--- src/hdl/rfc_pkg.sv ---
// ----------------------------------------------------------------------------
// rfc_pkg
// Shared types, constants and helpers of the RFID frame check and whitelist.
// ----------------------------------------------------------------------------
package rfc_pkg;

  localparam int TABLE_DEPTH_DEF = 16;
  localparam int QUEUE_DEPTH     = 2;   // power of two, at least 2

  localparam int TAG_W    = 40;
  localparam int SHIFT_W  = 48;
  localparam int STATUS_W = 3;
  localparam int COUNT_W  = 16;

  localparam logic [7:0]       STX_BYTE     = 8'h02;
  localparam logic [3:0]       FRAME_DIGITS = 4'd12;
  localparam logic [TAG_W-1:0] FIRST_TAG    = 40'h67_0099_9FF2;
  localparam logic [7:0]       DIGIT_BASE   = 8'd48;  // '0'
  localparam logic [7:0]       ALPHA_BASE   = 8'd55;  // 'A' - 10
  localparam logic [COUNT_W-1:0] COUNT_MAX  = '1;

  typedef enum logic [2:0] {
    ST_GRANTED   = 3'd0,
    ST_DENIED    = 3'd1,
    ST_ADDED     = 3'd2,
    ST_FULL      = 3'd3,
    ST_REMOVED   = 3'd4,
    ST_NOT_FOUND = 3'd5,
    ST_BAD_SUM   = 3'd6,
    ST_BAD_CHAR  = 3'd7
  } status_t;

  typedef enum logic [1:0] {
    ACT_CHECK = 2'd0,
    ACT_ADD   = 2'd1,
    ACT_DEL   = 2'd2,
    ACT_SPARE = 2'd3
  } action_t;

  typedef enum logic [1:0] {
    JK_ACT      = 2'd0,
    JK_BAD_SUM  = 2'd1,
    JK_BAD_CHAR = 2'd2
  } job_kind_t;

  typedef struct packed {
    job_kind_t        kind;
    logic [TAG_W-1:0] tag;
  } job_t;

  typedef enum logic [1:0] {
    BS_IDLE = 2'd0,
    BS_SCAN = 2'd1,
    BS_FIN  = 2'd2
  } back_state_t;

  // {is_hex, value}
  function automatic logic [4:0] hex_decode(input logic [7:0] b);
    logic [7:0] d;
    d = 8'd0;
    if (b inside {[8'h30:8'h39]}) begin
      d = b - DIGIT_BASE;
      return {1'b1, d[3:0]};
    end
    if (b inside {[8'h41:8'h46]}) begin
      d = b - ALPHA_BASE;
      return {1'b1, d[3:0]};
    end
    return 5'd0;
  endfunction

  function automatic logic [7:0] tag_xor(input logic [TAG_W-1:0] t);
    return t[39:32] ^ t[31:24] ^ t[23:16] ^ t[15:8] ^ t[7:0];
  endfunction

endpackage

--- src/hdl/rfid_frame_check_and_tag_whitelist_top.sv ---
// ----------------------------------------------------------------------------
// rfid_frame_check_and_tag_whitelist_top
// RFID reader frame checker with a whitelist of tag numbers.
// ----------------------------------------------------------------------------
// Reader bytes enter one per cycle at in_rx_byte while in_stall is low. STX
// opens a frame of ten tag digits and two checksum digits; the parser decodes
// every byte combinationally and hands each finished or aborted frame to a
// two-entry job queue, so bytes keep flowing while the table engine is busy
// (in_stall rises only when that queue is full). For a tag job the table
// engine takes the job, sweeps the whitelist RAM one entry a cycle through
// its registered read port and closes the sweep, then applies the action and
// loads the result word; checksum and bad character jobs skip the sweep.
// Results wait in an output register while out_stall is high. The whitelist
// holds only the factory tag after reset; no clearing pass is needed, entry
// validity lives in flip-flops. Write cfg_tag_action only while no frame is
// in flight.
module rfid_frame_check_and_tag_whitelist_top #(
  parameter int TABLE_DEPTH = rfc_pkg::TABLE_DEPTH_DEF
) (
  input  logic                          clk,
  input  logic                          rst_n,
  input  logic                          in_valid,
  output logic                          in_stall,
  input  logic [7:0]                    in_rx_byte,
  output logic                          out_valid,
  input  logic                          out_stall,
  output logic [rfc_pkg::TAG_W-1:0]     out_tag_id,
  output logic [rfc_pkg::STATUS_W-1:0]  out_status,
  output logic                          out_lock_open,
  output logic [rfc_pkg::COUNT_W-1:0]   out_failed_attempts,
  input  logic                          cfg_valid,
  output logic                          cfg_ready,
  input  logic [1:0]                    cfg_tag_action
);
  import rfc_pkg::*;

  action_t action_r;
  job_t    push_job, q_head;
  logic    push, q_pop, q_empty, q_full;

  assign cfg_ready = 1'b1;

  always_ff @(posedge clk) begin
    if (!rst_n) begin
      action_r <= ACT_CHECK;
    end else if (cfg_valid && cfg_ready) begin
      action_r <= action_t'(cfg_tag_action);
    end
  end

  rfc_front u_front (
    .clk        (clk),
    .rst_n      (rst_n),
    .in_valid   (in_valid),
    .in_stall   (in_stall),
    .in_rx_byte (in_rx_byte),
    .q_full     (q_full),
    .push       (push),
    .push_job   (push_job)
  );

  rfc_fifo u_queue (
    .clk      (clk),
    .rst_n    (rst_n),
    .push     (push),
    .push_job (push_job),
    .pop      (q_pop),
    .head     (q_head),
    .empty    (q_empty),
    .full     (q_full)
  );

  rfc_back #(
    .TABLE_DEPTH (TABLE_DEPTH)
  ) u_back (
    .clk                 (clk),
    .rst_n               (rst_n),
    .action              (action_r),
    .q_head              (q_head),
    .q_empty             (q_empty),
    .q_pop               (q_pop),
    .out_valid           (out_valid),
    .out_stall           (out_stall),
    .out_tag_id          (out_tag_id),
    .out_status          (out_status),
    .out_lock_open       (out_lock_open),
    .out_failed_attempts (out_failed_attempts)
  );

  // lock opens exactly on a granted word
  a_lock_granted: assert property (@(posedge clk) disable iff (!rst_n)
    out_valid |-> (out_lock_open == (out_status == ST_GRANTED)))
    else $error("lock_open disagrees with status");

  // aborted frames never leak partial digits
  a_bad_char_tag: assert property (@(posedge clk) disable iff (!rst_n)
    (out_valid && out_status == ST_BAD_CHAR) |-> (out_tag_id == '0))
    else $error("bad character word carries a tag");

  // a denial always shows a counted failure
  a_denied_count: assert property (@(posedge clk) disable iff (!rst_n)
    (out_valid && out_status == ST_DENIED) |-> (out_failed_attempts != '0))
    else $error("denied word with zero failure count");

  // no byte is accepted while the job queue is full
  a_queue_guard: assert property (@(posedge clk) disable iff (!rst_n)
    q_full |-> !(in_valid && !in_stall))
    else $error("byte accepted with job queue full");

endmodule

--- src/hdl/rfc_ram.sv ---
// ----------------------------------------------------------------------------
// rfc_ram
// Generic single write port, single read port RAM with registered read.
// ----------------------------------------------------------------------------
module rfc_ram #(
  parameter int WIDTH = 8,
  parameter int DEPTH = 16,
  parameter int AW    = (DEPTH > 1) ? $clog2(DEPTH) : 1
) (
  input  logic             clk,
  input  logic             we,
  input  logic [AW-1:0]    waddr,
  input  logic [WIDTH-1:0] wdata,
  input  logic [AW-1:0]    raddr,
  output logic [WIDTH-1:0] rdata
);

  logic [WIDTH-1:0] mem [DEPTH];
  logic [WIDTH-1:0] rdata_r;

  always_ff @(posedge clk) begin
    if (we) begin
      mem[waddr] <= wdata;
    end
    rdata_r <= mem[raddr];
  end

  assign rdata = rdata_r;

endmodule

--- src/hdl/rfc_front.sv ---
// ----------------------------------------------------------------------------
// rfc_front
// Frame parser: gathers hex digits after STX, checks the XOR sum and queues
// one job per finished or aborted frame.
// ----------------------------------------------------------------------------
module rfc_front (
  input  logic          clk,
  input  logic          rst_n,
  input  logic          in_valid,
  output logic          in_stall,
  input  logic [7:0]    in_rx_byte,
  input  logic          q_full,
  output logic          push,
  output rfc_pkg::job_t push_job
);
  import rfc_pkg::*;

  logic               in_frame_r, in_frame_nxt;
  logic [3:0]         nib_cnt_r, nib_cnt_nxt;
  logic [SHIFT_W-1:0] shift_r, shift_nxt;

  logic               accept;
  logic [4:0]         hex;
  logic [SHIFT_W-1:0] shift_app;
  logic [TAG_W-1:0]   tag_w;

  assign in_stall  = q_full;
  assign accept    = in_valid && !in_stall;
  assign hex       = hex_decode(in_rx_byte);
  assign shift_app = {shift_r[SHIFT_W-5:0], hex[3:0]};
  assign tag_w     = shift_app[SHIFT_W-1:8];

  always_comb begin
    in_frame_nxt  = in_frame_r;
    nib_cnt_nxt   = nib_cnt_r;
    shift_nxt     = shift_r;
    push          = 1'b0;
    push_job.kind = JK_ACT;
    push_job.tag  = tag_w;
    if (accept) begin
      if (in_rx_byte == STX_BYTE) begin
        in_frame_nxt = 1'b1;
        nib_cnt_nxt  = 4'd0;
        shift_nxt    = '0;
      end else if (in_frame_r) begin
        if (!hex[4]) begin
          in_frame_nxt  = 1'b0;
          nib_cnt_nxt   = 4'd0;
          shift_nxt     = '0;
          push          = 1'b1;
          push_job.kind = JK_BAD_CHAR;
          push_job.tag  = '0;
        end else begin
          shift_nxt = shift_app;
          if (nib_cnt_r == FRAME_DIGITS - 4'd1) begin
            in_frame_nxt  = 1'b0;
            nib_cnt_nxt   = 4'd0;
            push          = 1'b1;
            push_job.kind = (tag_xor(tag_w) == shift_app[7:0]) ? JK_ACT : JK_BAD_SUM;
          end else begin
            nib_cnt_nxt = nib_cnt_r + 4'd1;
          end
        end
      end
    end
  end

  always_ff @(posedge clk) begin
    if (!rst_n) begin
      in_frame_r <= 1'b0;
      nib_cnt_r  <= 4'd0;
      shift_r    <= '0;
    end else begin
      in_frame_r <= in_frame_nxt;
      nib_cnt_r  <= nib_cnt_nxt;
      shift_r    <= shift_nxt;
    end
  end

endmodule

--- src/hdl/rfc_fifo.sv ---
// ----------------------------------------------------------------------------
// rfc_fifo
// Short job queue between the frame parser and the table engine.
// ----------------------------------------------------------------------------
module rfc_fifo (
  input  logic          clk,
  input  logic          rst_n,
  input  logic          push,
  input  rfc_pkg::job_t push_job,
  input  logic          pop,
  output rfc_pkg::job_t head,
  output logic          empty,
  output logic          full
);
  import rfc_pkg::*;

  localparam int PW = $clog2(QUEUE_DEPTH);
  localparam int CW = $clog2(QUEUE_DEPTH + 1);

  job_t          slot_r [QUEUE_DEPTH];
  logic [PW-1:0] wr_ptr_r, rd_ptr_r;
  logic [CW-1:0] count_r;
  logic          do_push, do_pop;

  assign empty   = (count_r == CW'(0));
  assign full    = (count_r == CW'(QUEUE_DEPTH));
  assign do_push = push && !full;
  assign do_pop  = pop && !empty;
  assign head    = slot_r[rd_ptr_r];

  always_ff @(posedge clk) begin
    if (do_push) begin
      slot_r[wr_ptr_r] <= push_job;
    end
  end

  always_ff @(posedge clk) begin
    if (!rst_n) begin
      wr_ptr_r <= '0;
      rd_ptr_r <= '0;
      count_r  <= '0;
    end else begin
      if (do_push) begin
        wr_ptr_r <= wr_ptr_r + PW'(1);
      end
      if (do_pop) begin
        rd_ptr_r <= rd_ptr_r + PW'(1);
      end
      case ({do_push, do_pop})
        2'b10:   count_r <= count_r + CW'(1);
        2'b01:   count_r <= count_r - CW'(1);
        default: count_r <= count_r;
      endcase
    end
  end

endmodule

--- src/hdl/rfc_back.sv ---
// ----------------------------------------------------------------------------
// rfc_back
// Table engine: scans the whitelist one entry a cycle for tag jobs, applies
// the action and holds the result word in the output register.
// ----------------------------------------------------------------------------
module rfc_back #(
  parameter int TABLE_DEPTH = rfc_pkg::TABLE_DEPTH_DEF
) (
  input  logic                          clk,
  input  logic                          rst_n,
  input  rfc_pkg::action_t              action,
  input  rfc_pkg::job_t                 q_head,
  input  logic                          q_empty,
  output logic                          q_pop,
  output logic                          out_valid,
  input  logic                          out_stall,
  output logic [rfc_pkg::TAG_W-1:0]     out_tag_id,
  output logic [rfc_pkg::STATUS_W-1:0]  out_status,
  output logic                          out_lock_open,
  output logic [rfc_pkg::COUNT_W-1:0]   out_failed_attempts
);
  import rfc_pkg::*;

  localparam int IDX_W = (TABLE_DEPTH > 1) ? $clog2(TABLE_DEPTH) : 1;
  localparam int CNT_W = $clog2(TABLE_DEPTH + 1);

  back_state_t        state_r, state_nxt;
  job_t               job_r, job_nxt;
  logic [CNT_W-1:0]   scan_cnt_r, scan_cnt_nxt;
  logic               rd_pend_r, rd_pend_nxt;
  logic [IDX_W-1:0]   rd_idx_r, rd_idx_nxt;
  logic               hit_r, hit_nxt;
  logic [IDX_W-1:0]   hit_idx_r, hit_idx_nxt;
  logic               free_r, free_nxt;
  logic [IDX_W-1:0]   free_idx_r, free_idx_nxt;
  logic               init0_r, init0_nxt;
  logic [TABLE_DEPTH-1:0] valid_r, valid_nxt;
  logic [COUNT_W-1:0] denied_r, denied_nxt;

  logic               out_valid_r, out_valid_nxt;
  logic [TAG_W-1:0]   out_tag_r;
  status_t            out_status_r;
  logic               out_lock_r;
  logic [COUNT_W-1:0] out_fail_r;

  logic [TAG_W-1:0]   ram_rdata, entry_w;
  logic               ram_we;
  logic               cmp_hit, cmp_free, scan_done, fire;
  status_t            fin_status;
  logic               fin_lock;

  rfc_ram #(
    .WIDTH (TAG_W),
    .DEPTH (TABLE_DEPTH)
  ) u_table (
    .clk   (clk),
    .we    (ram_we),
    .waddr (free_idx_r),
    .wdata (job_r.tag),
    .raddr (scan_cnt_r[IDX_W-1:0]),
    .rdata (ram_rdata)
  );

  // entry 0 holds the factory tag until it is first overwritten
  assign entry_w   = (rd_idx_r == '0 && init0_r) ? FIRST_TAG : ram_rdata;
  assign cmp_hit   = rd_pend_r && valid_r[rd_idx_r] && (entry_w == job_r.tag);
  assign cmp_free  = rd_pend_r && !valid_r[rd_idx_r];
  assign scan_done = (scan_cnt_r == CNT_W'(TABLE_DEPTH)) && !rd_pend_r;
  assign fire      = (state_r == BS_FIN) && (!out_valid_r || !out_stall);
  assign q_pop     = (state_r == BS_IDLE) && !q_empty;

  // next state
  always_comb begin
    state_nxt = state_r;
    case (state_r)
      BS_IDLE: begin
        if (!q_empty) begin
          state_nxt = (q_head.kind == JK_ACT) ? BS_SCAN : BS_FIN;
        end
      end
      BS_SCAN: begin
        if (scan_done) begin
          state_nxt = BS_FIN;
        end
      end
      BS_FIN: begin
        if (fire) begin
          state_nxt = BS_IDLE;
        end
      end
      default: state_nxt = BS_IDLE;
    endcase
  end

  // result of a finished job
  always_comb begin
    fin_status = ST_BAD_CHAR;
    fin_lock   = 1'b0;
    case (job_r.kind)
      JK_BAD_CHAR: fin_status = ST_BAD_CHAR;
      JK_BAD_SUM:  fin_status = ST_BAD_SUM;
      JK_ACT: begin
        case (action)
          ACT_ADD: fin_status = (hit_r || free_r) ? ST_ADDED : ST_FULL;
          ACT_DEL: fin_status = hit_r ? ST_REMOVED : ST_NOT_FOUND;
          default: begin
            fin_status = hit_r ? ST_GRANTED : ST_DENIED;
            fin_lock   = hit_r;
          end
        endcase
      end
      default: fin_status = ST_BAD_CHAR;
    endcase
  end

  // datapath and outputs
  always_comb begin
    job_nxt       = job_r;
    scan_cnt_nxt  = scan_cnt_r;
    rd_pend_nxt   = 1'b0;
    rd_idx_nxt    = rd_idx_r;
    hit_nxt       = hit_r;
    hit_idx_nxt   = hit_idx_r;
    free_nxt      = free_r;
    free_idx_nxt  = free_idx_r;
    init0_nxt     = init0_r;
    valid_nxt     = valid_r;
    denied_nxt    = denied_r;
    ram_we        = 1'b0;
    out_valid_nxt = out_valid_r && out_stall;

    case (state_r)
      BS_IDLE: begin
        if (q_pop) begin
          job_nxt      = q_head;
          scan_cnt_nxt = '0;
          hit_nxt      = 1'b0;
          free_nxt     = 1'b0;
        end
      end
      BS_SCAN: begin
        if (scan_cnt_r != CNT_W'(TABLE_DEPTH)) begin
          rd_pend_nxt  = 1'b1;
          rd_idx_nxt   = scan_cnt_r[IDX_W-1:0];
          scan_cnt_nxt = scan_cnt_r + CNT_W'(1);
        end
        // first hit and first free slot win
        if (cmp_hit && !hit_r) begin
          hit_nxt     = 1'b1;
          hit_idx_nxt = rd_idx_r;
        end
        if (cmp_free && !free_r) begin
          free_nxt     = 1'b1;
          free_idx_nxt = rd_idx_r;
        end
      end
      BS_FIN: begin
        if (fire) begin
          out_valid_nxt = 1'b1;
          if (job_r.kind == JK_ACT) begin
            case (action)
              ACT_ADD: begin
                if (!hit_r && free_r) begin
                  ram_we                = 1'b1;
                  valid_nxt[free_idx_r] = 1'b1;
                  if (free_idx_r == '0) begin
                    init0_nxt = 1'b0;
                  end
                end
              end
              ACT_DEL: begin
                if (hit_r) begin
                  valid_nxt[hit_idx_r] = 1'b0;
                end
              end
              default: begin
                if (!hit_r && denied_r != COUNT_MAX) begin
                  denied_nxt = denied_r + COUNT_W'(1);
                end
              end
            endcase
          end
        end
      end
      default: ;
    endcase
  end

  always_ff @(posedge clk) begin
    if (!rst_n) begin
      state_r     <= BS_IDLE;
      rd_pend_r   <= 1'b0;
      init0_r     <= 1'b1;
      valid_r     <= TABLE_DEPTH'(1);
      denied_r    <= '0;
      out_valid_r <= 1'b0;
    end else begin
      state_r     <= state_nxt;
      rd_pend_r   <= rd_pend_nxt;
      init0_r     <= init0_nxt;
      valid_r     <= valid_nxt;
      denied_r    <= denied_nxt;
      out_valid_r <= out_valid_nxt;
    end
  end

  always_ff @(posedge clk) begin
    job_r      <= job_nxt;
    scan_cnt_r <= scan_cnt_nxt;
    rd_idx_r   <= rd_idx_nxt;
    hit_r      <= hit_nxt;
    hit_idx_r  <= hit_idx_nxt;
    free_r     <= free_nxt;
    free_idx_r <= free_idx_nxt;
    if (fire) begin
      out_tag_r    <= job_r.tag;
      out_status_r <= fin_status;
      out_lock_r   <= fin_lock;
      out_fail_r   <= denied_nxt;
    end
  end

  assign out_valid           = out_valid_r;
  assign out_tag_id          = out_tag_r;
  assign out_status          = out_status_r;
  assign out_lock_open       = out_lock_r;
  assign out_failed_attempts = out_fail_r;

endmodule
--- config.mk ---
export PLATFORM = sky130hd
export DESIGN_NAME = rfid_frame_check_and_tag_whitelist_top
export DESIGN_NICKNAME = d
export VERILOG_FILES = /design/src/hdl/rfc_pkg.sv /design/src/hdl/rfid_frame_check_and_tag_whitelist_top.sv /design/src/hdl/rfc_ram.sv /design/src/hdl/rfc_front.sv /design/src/hdl/rfc_fifo.sv /design/src/hdl/rfc_back.sv
export SDC_FILE = /design/constraint.sdc
export NUM_CORES = 1
export LEC_CHECK = 0
export BUFFER_PORTS_ARGS = -buffer_cell sky130_fd_sc_hd__buf_4
export CORE_ASPECT_RATIO = 0.6
export CORE_MARGIN = 1
export CORE_UTILIZATION = 65
export DETAILED_ROUTE_END_ITERATION = 8
export PLACE_DENSITY_LB_ADDON = 0.12
export SLEW_MARGIN = 20
export SYNTH_ARGS = -nofsm -noshare
export SYNTH_HDL_FRONTEND = slang
export SYNTH_SLANG_ARGS = --single-unit
--- constraint.sdc ---
create_clock -name clk -period 13.6 [get_ports clk]
set_input_delay 2.72 -clock clk [delete_from_list [all_inputs] [get_ports clk]]
set_output_delay 2.72 -clock clk [all_outputs]
set_load 0.03 [all_outputs]
==> impl_metrics.json, run 1 <==
{
  "synthesis.area_um2": 37360,
  "period_needed_ns": 4.904,
  "finish.utilization": 0.7389,
  "synth.distinct_cells": 71,
  "critPathLaunch": "in_rx_byte[1]",
  "fin_crit_sh": 0.3606,
  "reg2reg_to": "u_back.hit_r",
  "viasPerCell": 6.557,
  "cpMaxStageDelayCell": "buf_4",
  "synthesis.nets": 1965,
  "drive_gt1_frac": 0.2410,
  "clock_skew_ns": 0.02789,
  "clkLatencyLatePin_ns": 0.65,
  "num_io_pins": 78,
  "max_freq_ghz": 0.2039,
  "synthCells": 1937,
  "numPortBuffers": 76,
  "ctsResizeCount": 0,
  "die-area_um2": 58480,
  "report.final.slew_viol_count": 0,
  "clockBufferDepth": 3,
  "r2r_cells": 8,
  "slew_headroom": 0.2416,
  "drt_iter0_markers": 2465,
  "hold_path_class": "flop to flop",
  "grt_antenna_before_repair": 0,
  "yosysSeqAreaShare": 0.7504,
  "clkSinkCount": 978,
  "crit_arrival_ns": 5.17,
  "vias": 18860,
  "post_cts_buffers": 0,
  "antenna_left": 0,
  "start_kind": "primary input",
  "maxCapViolations": 0,
  "synth.top_cell.area_share": 0.6791,
  "drt-total-wl_um": 81200,
  "clk_pin_slew_ns": 0.06,
  "die_h_um": 187.7,
  "vdd_ir_drop_max_mv": 0.09689,
  "p_leak_nw": 13.61,
  "async_reset_ff_frac": 0,
  "syn_avg_cell_area_um2": 19.29,
  "yosys-top-cells-area": "edfxtp_1 68%, mux4_2 12%, dfxtp_1 7.1%, mux2_2 1.3%, xnor2_1 1.3%",
  "status": "completed",
  "cts_hold_buf": 0,
  "routabilityCongestion": 0.8604,
  "hold_viol_final": 0,
  "cts-root-buf": "clkbuf_16",
  "path_cells": "buf_4 -> inv_1 -> ha_1 -> or4b_1 -> o2111ai_1 -> o21ai_1 -> a21oi_1 -> inv_1 -> nor2_4 -> buf_4",
  "hold_path_end": "u_back.valid_r[13]",
  "worstHoldStart": "u_back.valid_r[13]",
  "grt_setup_unrepaired": "false",
  "final-setup-viol-count": 0,
  "synthToLayoutAreaGrowth_pct": 11.41,
  "overflow": 0,
  "rr_startpoint": "u_back.rd_idx_r[1]",
  "start_util": 0.6632,
  "grt_pass1_vias": 18570,
  "synth_edf_count": 845,
  "htreeDepth": 3,
  "first_pass_iters": 6,
  "fin_setup_tns_ns": 0,
  "grt_use_total": 0.2844,
  "dieWidth_um": 311.5,
  "synth_largest_area_cell": "edfxtp_1",
  "reg2reg_slack_ns": 9.52,
  "ys_ff_latch": 978,
  "crit_path_max_incr_delay_ns": 0.49,
  "ys.flop_type": "edfxtp_1",
  "drc": 0,
  "tightest_slew_ns": 1.128,
  "wl_per_cell_um": 28.23,
  "p_per_area_nw_per_um2": 140.2,
  "grt_pass1_wl_um": 120300,
  "required_ns": 13.87,
  "yosysWarnings": 0,
  "hold_depth": 2,
  "cp-end-kind": "flop",
  "grt_start_max_net_pins": 164,
  "rows": 67,
  "dpl.hpwl_um": 44430,
  "worstSetupPathType": "primary input to flop",
  "final_nets": 2075,
  "path_max_fanout": 35,
  "cts_tree": "yes",
  "cts-buffers-inserted": 82,
  "core_um2": 56330
}
sequential cells by signal (all words and copies together), names as in the netlist, 5 cells and up, named ones only:
signal,flops
u_back.u_table.mem,640
u_queue.slot_r,84
u_front.shift_r,44
u_back.job_r,42
u_back.out_tag_id,40
u_back.u_table.rdata,40
u_back.denied_r,16
u_back.out_failed_attempts,16
u_back.valid_r,16
u_back.scan_cnt_r,5
report_power, final:
part	switching (mW)	internal [mW]	total, mW
combinational	0.118	0.112	0.230
clock	1.04	1.27	2.32
sequential	0.0339	3.26	3.29
cell usage in the layout (no fill, tap or decap), types with 8 or more instances in the layout:
cell       instances
nor2_4            17
and3_1             8
inv_1             40
nand3_1           24
clkinv_1          14
nand3b_1           8
o21ai_0           24
dfxtp_1          132
clkbuf_1          22
a21oi_1           37
buf_4            105
a31oi_1           11
xor2_1            17
xnor2_1           55
mux2_2            44
nor3_1            10
mux4_2           200
clkbuf_16         84
nor2b_1           51
clkinv_2          13
a22oi_1           47
nand4_1           10
and2_1            18
nand2_1           38
edfxtp_1         845
ha_1              13
nor4_1             8
nand2b_1          14
nor2_1            89
Yosys cell counts, types with 8 or more instances:
cell	number
a21oi_1	38
a22oi_1	47
a31oi_1	11
and2_1	19
and3_1	8
buf_2	11
clkbuf_1	64
dfxtp_1	133
edfxtp_1	845
ha_1	13
inv_1	40
mux2_2	44
mux4_2	200
nand2_1	38
nand2b_1	14
nand3_1	24
nand3b_1	8
nand4_1	10
nor2_1	108
nor2b_1	51
nor3_1	11
nor4_1	8
o21ai_0	25
xnor2_1	55
xor2_1	17
layer usage:
metal | wire (um) | up-vias | track usage | part of all wire
li1 | - | 7986 | - | -
met1 | 33890 | 9719 | 0.4388 | 0.42
met2 | 37440 | 1027 | 0.4277 | 0.46
met3 | 8315 | 126 | 0.05873 | 0.10
met4 | 1555 | 0 | 0.06347 | 0.019
met5 | 0 | - | 0 | 0
cell families (layout without fill, tap and decap cells):
family          after synthesis  after routing  share of synthesized area
flops                       978            978                     0.7504
simple gates                333            333                    0.04718
mux                         253            253                     0.1380
compound gates              163            163                    0.02930
buf+inv                     124            303                    0.01383
xor+xnor                     72             72                    0.01688
fa+ha+maj                    13             13                   0.004353
other cells                   1              2                  0.0001004
worst max-delay path, delay by kind of cell:
family | cells | cell delay, ns
AOI/OAI and AO/OA | 3 | 0.68
buffers and inverters | 4 | 0.79
adders and majority gates | 1 | 0.18
and+or+nand+nor | 2 | 0.75
final cells by class:
cell class	count	area, um^2
inverter	41	153.9
antenna	1	2.502
clock buffer	112	2267
timing repair buffer	109	875.8
sequential	978	28040
clock inverter	41	367.9
fill	3247	14710
tap	759	949.7
multi-input combinational	835	8971
how the worst max path moves through the flow:
stage,slack (ns),to,cells past startpoint
2_1_floorplan,7.37,u_queue.slot_r[0][0],8
3_3_place_gp,8.06,u_queue.slot_r[1][37],8
3_5_place_dp,8.01,u_queue.slot_r[1][15],8
4_1_cts,8.68,u_queue.slot_r[1][23],8
5_1_grt,8.55,u_queue.slot_r[0][41],10
6_report,8.70,u_queue.slot_r[0][41],10
metrics by stage:
| stage | power [mW] | hold slack (ns) | area, um^2 | cells | worst slack, ns |
|---|---|---|---|---|---|
| 5_1_grt | 5.984 | 0.5090 | 41620 | 2875 | 8.552 |
| 4_1_cts | 5.863 | 0.4803 | 41580 | 2873 | 8.680 |
| 3_5_place_dp | 3.585 | 0.4715 | 38940 | 2720 | 8.005 |
| 3_3_place_gp | 3.579 | 0.4564 | 38940 | 2720 | 8.057 |
| 2_1_floorplan | 3.509 | 0.4244 | 37360 | 1937 | 7.365 |
| 6_report | 5.838 | 0.4805 | 41630 | 2876 | 8.696 |
(Power assumes the default switching activity.)
==> run 2: changes to the inputs <==
--- a/config.mk
+++ b/config.mk
@@ -8,7 +8,7 @@
 export BUFFER_PORTS_ARGS = -buffer_cell sky130_fd_sc_hd__buf_4
 export CORE_ASPECT_RATIO = 0.6
 export CORE_MARGIN = 1
-export CORE_UTILIZATION = 65
+export CORE_UTILIZATION = 62
 export DETAILED_ROUTE_END_ITERATION = 8
 export PLACE_DENSITY_LB_ADDON = 0.12
 export SLEW_MARGIN = 20
==> constraint.sdc (replaced) <==
create_clock -name clk -period 5 [get_ports clk]
set_input_delay 1 -clock clk [delete_from_list [all_inputs] [get_ports clk]]
set_output_delay 1 -clock clk [all_outputs]
set_load 0.03 [all_outputs]
==> run 2 against run 1 <==
Die area grew 4.8%; count of clock-buffer cells in the layout is the same; sequential power grew to 2.7 times the previous value; routed wire length grew 2.4%; sequential cell count is the same; critical path type is now flop to flop; highest routed layer is now met5.
==> impl_metrics.json, run 2 (same netlist as run 1, synthesis figures left out) <==
{
  "drt_iter0_markers": 2285,
  "rows": 69,
  "start_util": 0.6290,
  "n_antenna_cell": 0,
  "grt_setup_unrepaired": "false",
  "clkSinkCount": 978,
  "dpl.hpwl_um": 49650,
  "status": "completed",
  "p_per_area_nw_per_um2": 384.3,
  "grt_antenna_before_repair": 5,
  "routabilityCongestion": 0.8840,
  "report.final.slew_viol_count": 0,
  "worstSetupPathType": "flop to flop",
  "cts_hold_buf": 0,
  "die_h_um": 192.2,
  "max_freq_ghz": 0.2612,
  "drt-total-wl_um": 83170,
  "num_io_pins": 78,
  "seq_area_um2": 28040,
  "antenna_left": 0,
  "fin_area_um2": 41900,
  "period_needed_ns": 3.829,
  "p_leak_nw": 13.71,
  "p_int_mw": 12.81,
  "grt_use_total": 0.2786,
  "final_cell_mix": "845 x edfxtp_1, 200 x mux4_2, 132 x dfxtp_1, 117 x buf_4, 89 x nor2_1",
  "clkPwrFrac": 0.404,
  "clock_skew_ns": 0.02677,
  "first_pass_iters": 6,
  "drive_gt1_frac": 0.2484,
  "fin_setup_tns_ns": 0,
  "required_ns": 5.36,
  "fillers": 3638,
  "p_comb_frac": 0.039,
  "htreeDepth": 3,
  "ctsResizeCount": 0,
  "largest_reg_flops": 640,
  "grt_pass1_vias": 18500,
  "post_cts_buffers": 0,
  "maxCapViolations": 0,
  "finish.utilization": 0.7054,
  "fin_crit_sh": 0.7658,
  "start_kind": "flop",
  "p_total_mw": 16.10,
  "core_um2": 59400,
  "cp-end-kind": "flop",
  "holdWs_ns": 0.4869,
  "cts-buffers-inserted": 83,
  "swShare": 0.2041,
  "grt_pass1_wl_um": 121900,
  "reg_top3": "u_back.u_table.mem: 640 flops, u_queue.slot_r: 84 flops, u_front.shift_r: 44 flops",
  "power_frac_seq": 0.557,
  "hold_path_class": "flop to flop",
  "crit_arrival_ns": 4.19,
  "final-setup-viol-count": 0,
  "multiInputGateArea_um2": 8971,
  "vias": 18800,
  "clockBufferDepth": 3,
  "synthToLayoutAreaGrowth_pct": 12.14,
  "clk_pin_slew_ns": 0.06,
  "wl_per_cell_um": 28.53,
  "grt_start_max_net_pins": 92,
  "overflow": 0,
  "viasPerCell": 6.451,
  "power_switching_mw": 3.285,
  "numPortBuffers": 76,
  "path_max_fanout": 11,
  "placed_area_um2": 39140,
  "drc": 0,
  "cts-root-buf": "clkbuf_16",
  "final_common_cell": "edfxtp_1",
  "die-area_um2": 61280,
  "dieWidth_um": 318.9,
  "final_nets": 2091,
  "largest_register": "u_back.u_table.mem",
  "vdd_ir_drop_max_mv": 0.2704,
  "cts_tree": "yes",
  "slew_headroom": 0.2859,
  "clkLatencyLatePin_ns": 0.65,
  "hold_viol_final": 0,
  "tightest_slew_ns": 1.071
}
## run 2: cell count changes in the layout (fill, tap and decap cells not counted), sizes merged
cell	previous run	this run
buf	109	124
bufinv	5	8
clkinv	32	29
clkinvlp	1	4
diode	1	0
## run 2: layout make-up
cell class                 count  share of cell area
clock buffer                 112             0.05462
tap                          781             0.02332
timing repair buffer         124             0.02449
multi-input combinational    835              0.2141
inverter                      41            0.003673
clock inverter                44             0.01063
sequential                   978              0.6692
## run 2: worst paths after layout
kind / startpoint / endpoint / slack [ns] / depth (start not counted)
min: u_front.nib_cnt_r[3] / u_front.nib_cnt_r[3] / 0.49 / 1
max reg2reg: u_back.rd_idx_r[1] / u_back.hit_r / 1.17 / 6
min reg2reg: u_front.nib_cnt_r[3] / u_front.nib_cnt_r[3] / 0.49 / 1
max: u_back.rd_idx_r[1] / u_back.hit_r / 1.17 / 6
## run 2: critical path, stage by stage (launching register included)
cell and delay [ns]:
edfxtp_1 0.58, nor4b_1 0.89, nand2_1 0.53, o41ai_1 0.49
nand4_1 0.17, nor4_2 0.69, or2_1 0.19
## run 2: stage by stage
step           cells  worst slack [ns]
6_report        2915             1.171
5_1_grt         2915            0.8825
4_1_cts         2914             1.186
3_5_place_dp    2758            0.9438
3_3_place_gp    2758             1.001
2_1_floorplan   1937            0.2358
## run 2: power groups by stage
stage               sequential [mW]  combinational (mW)  clock [mW]
floorplan                      9.10               0.440           0
global route                   8.96               0.668        6.90
CTS                            8.96               0.633        6.59
finish                         8.96               0.628        6.51
global placement               9.13               0.622           0
detailed placement             9.14               0.628           0
## run 2: routing by layer
metal / GRT usage / vias to the layer above / wire length, um
li1: - / 8003 / -
met1: 0.4311 / 9681 / 36090
met2: 0.3958 / 974 / 36160
met3: 0.07455 / 144 / 8938
met4: 0.07302 / 2 / 1969
met5: 0 / - / 13
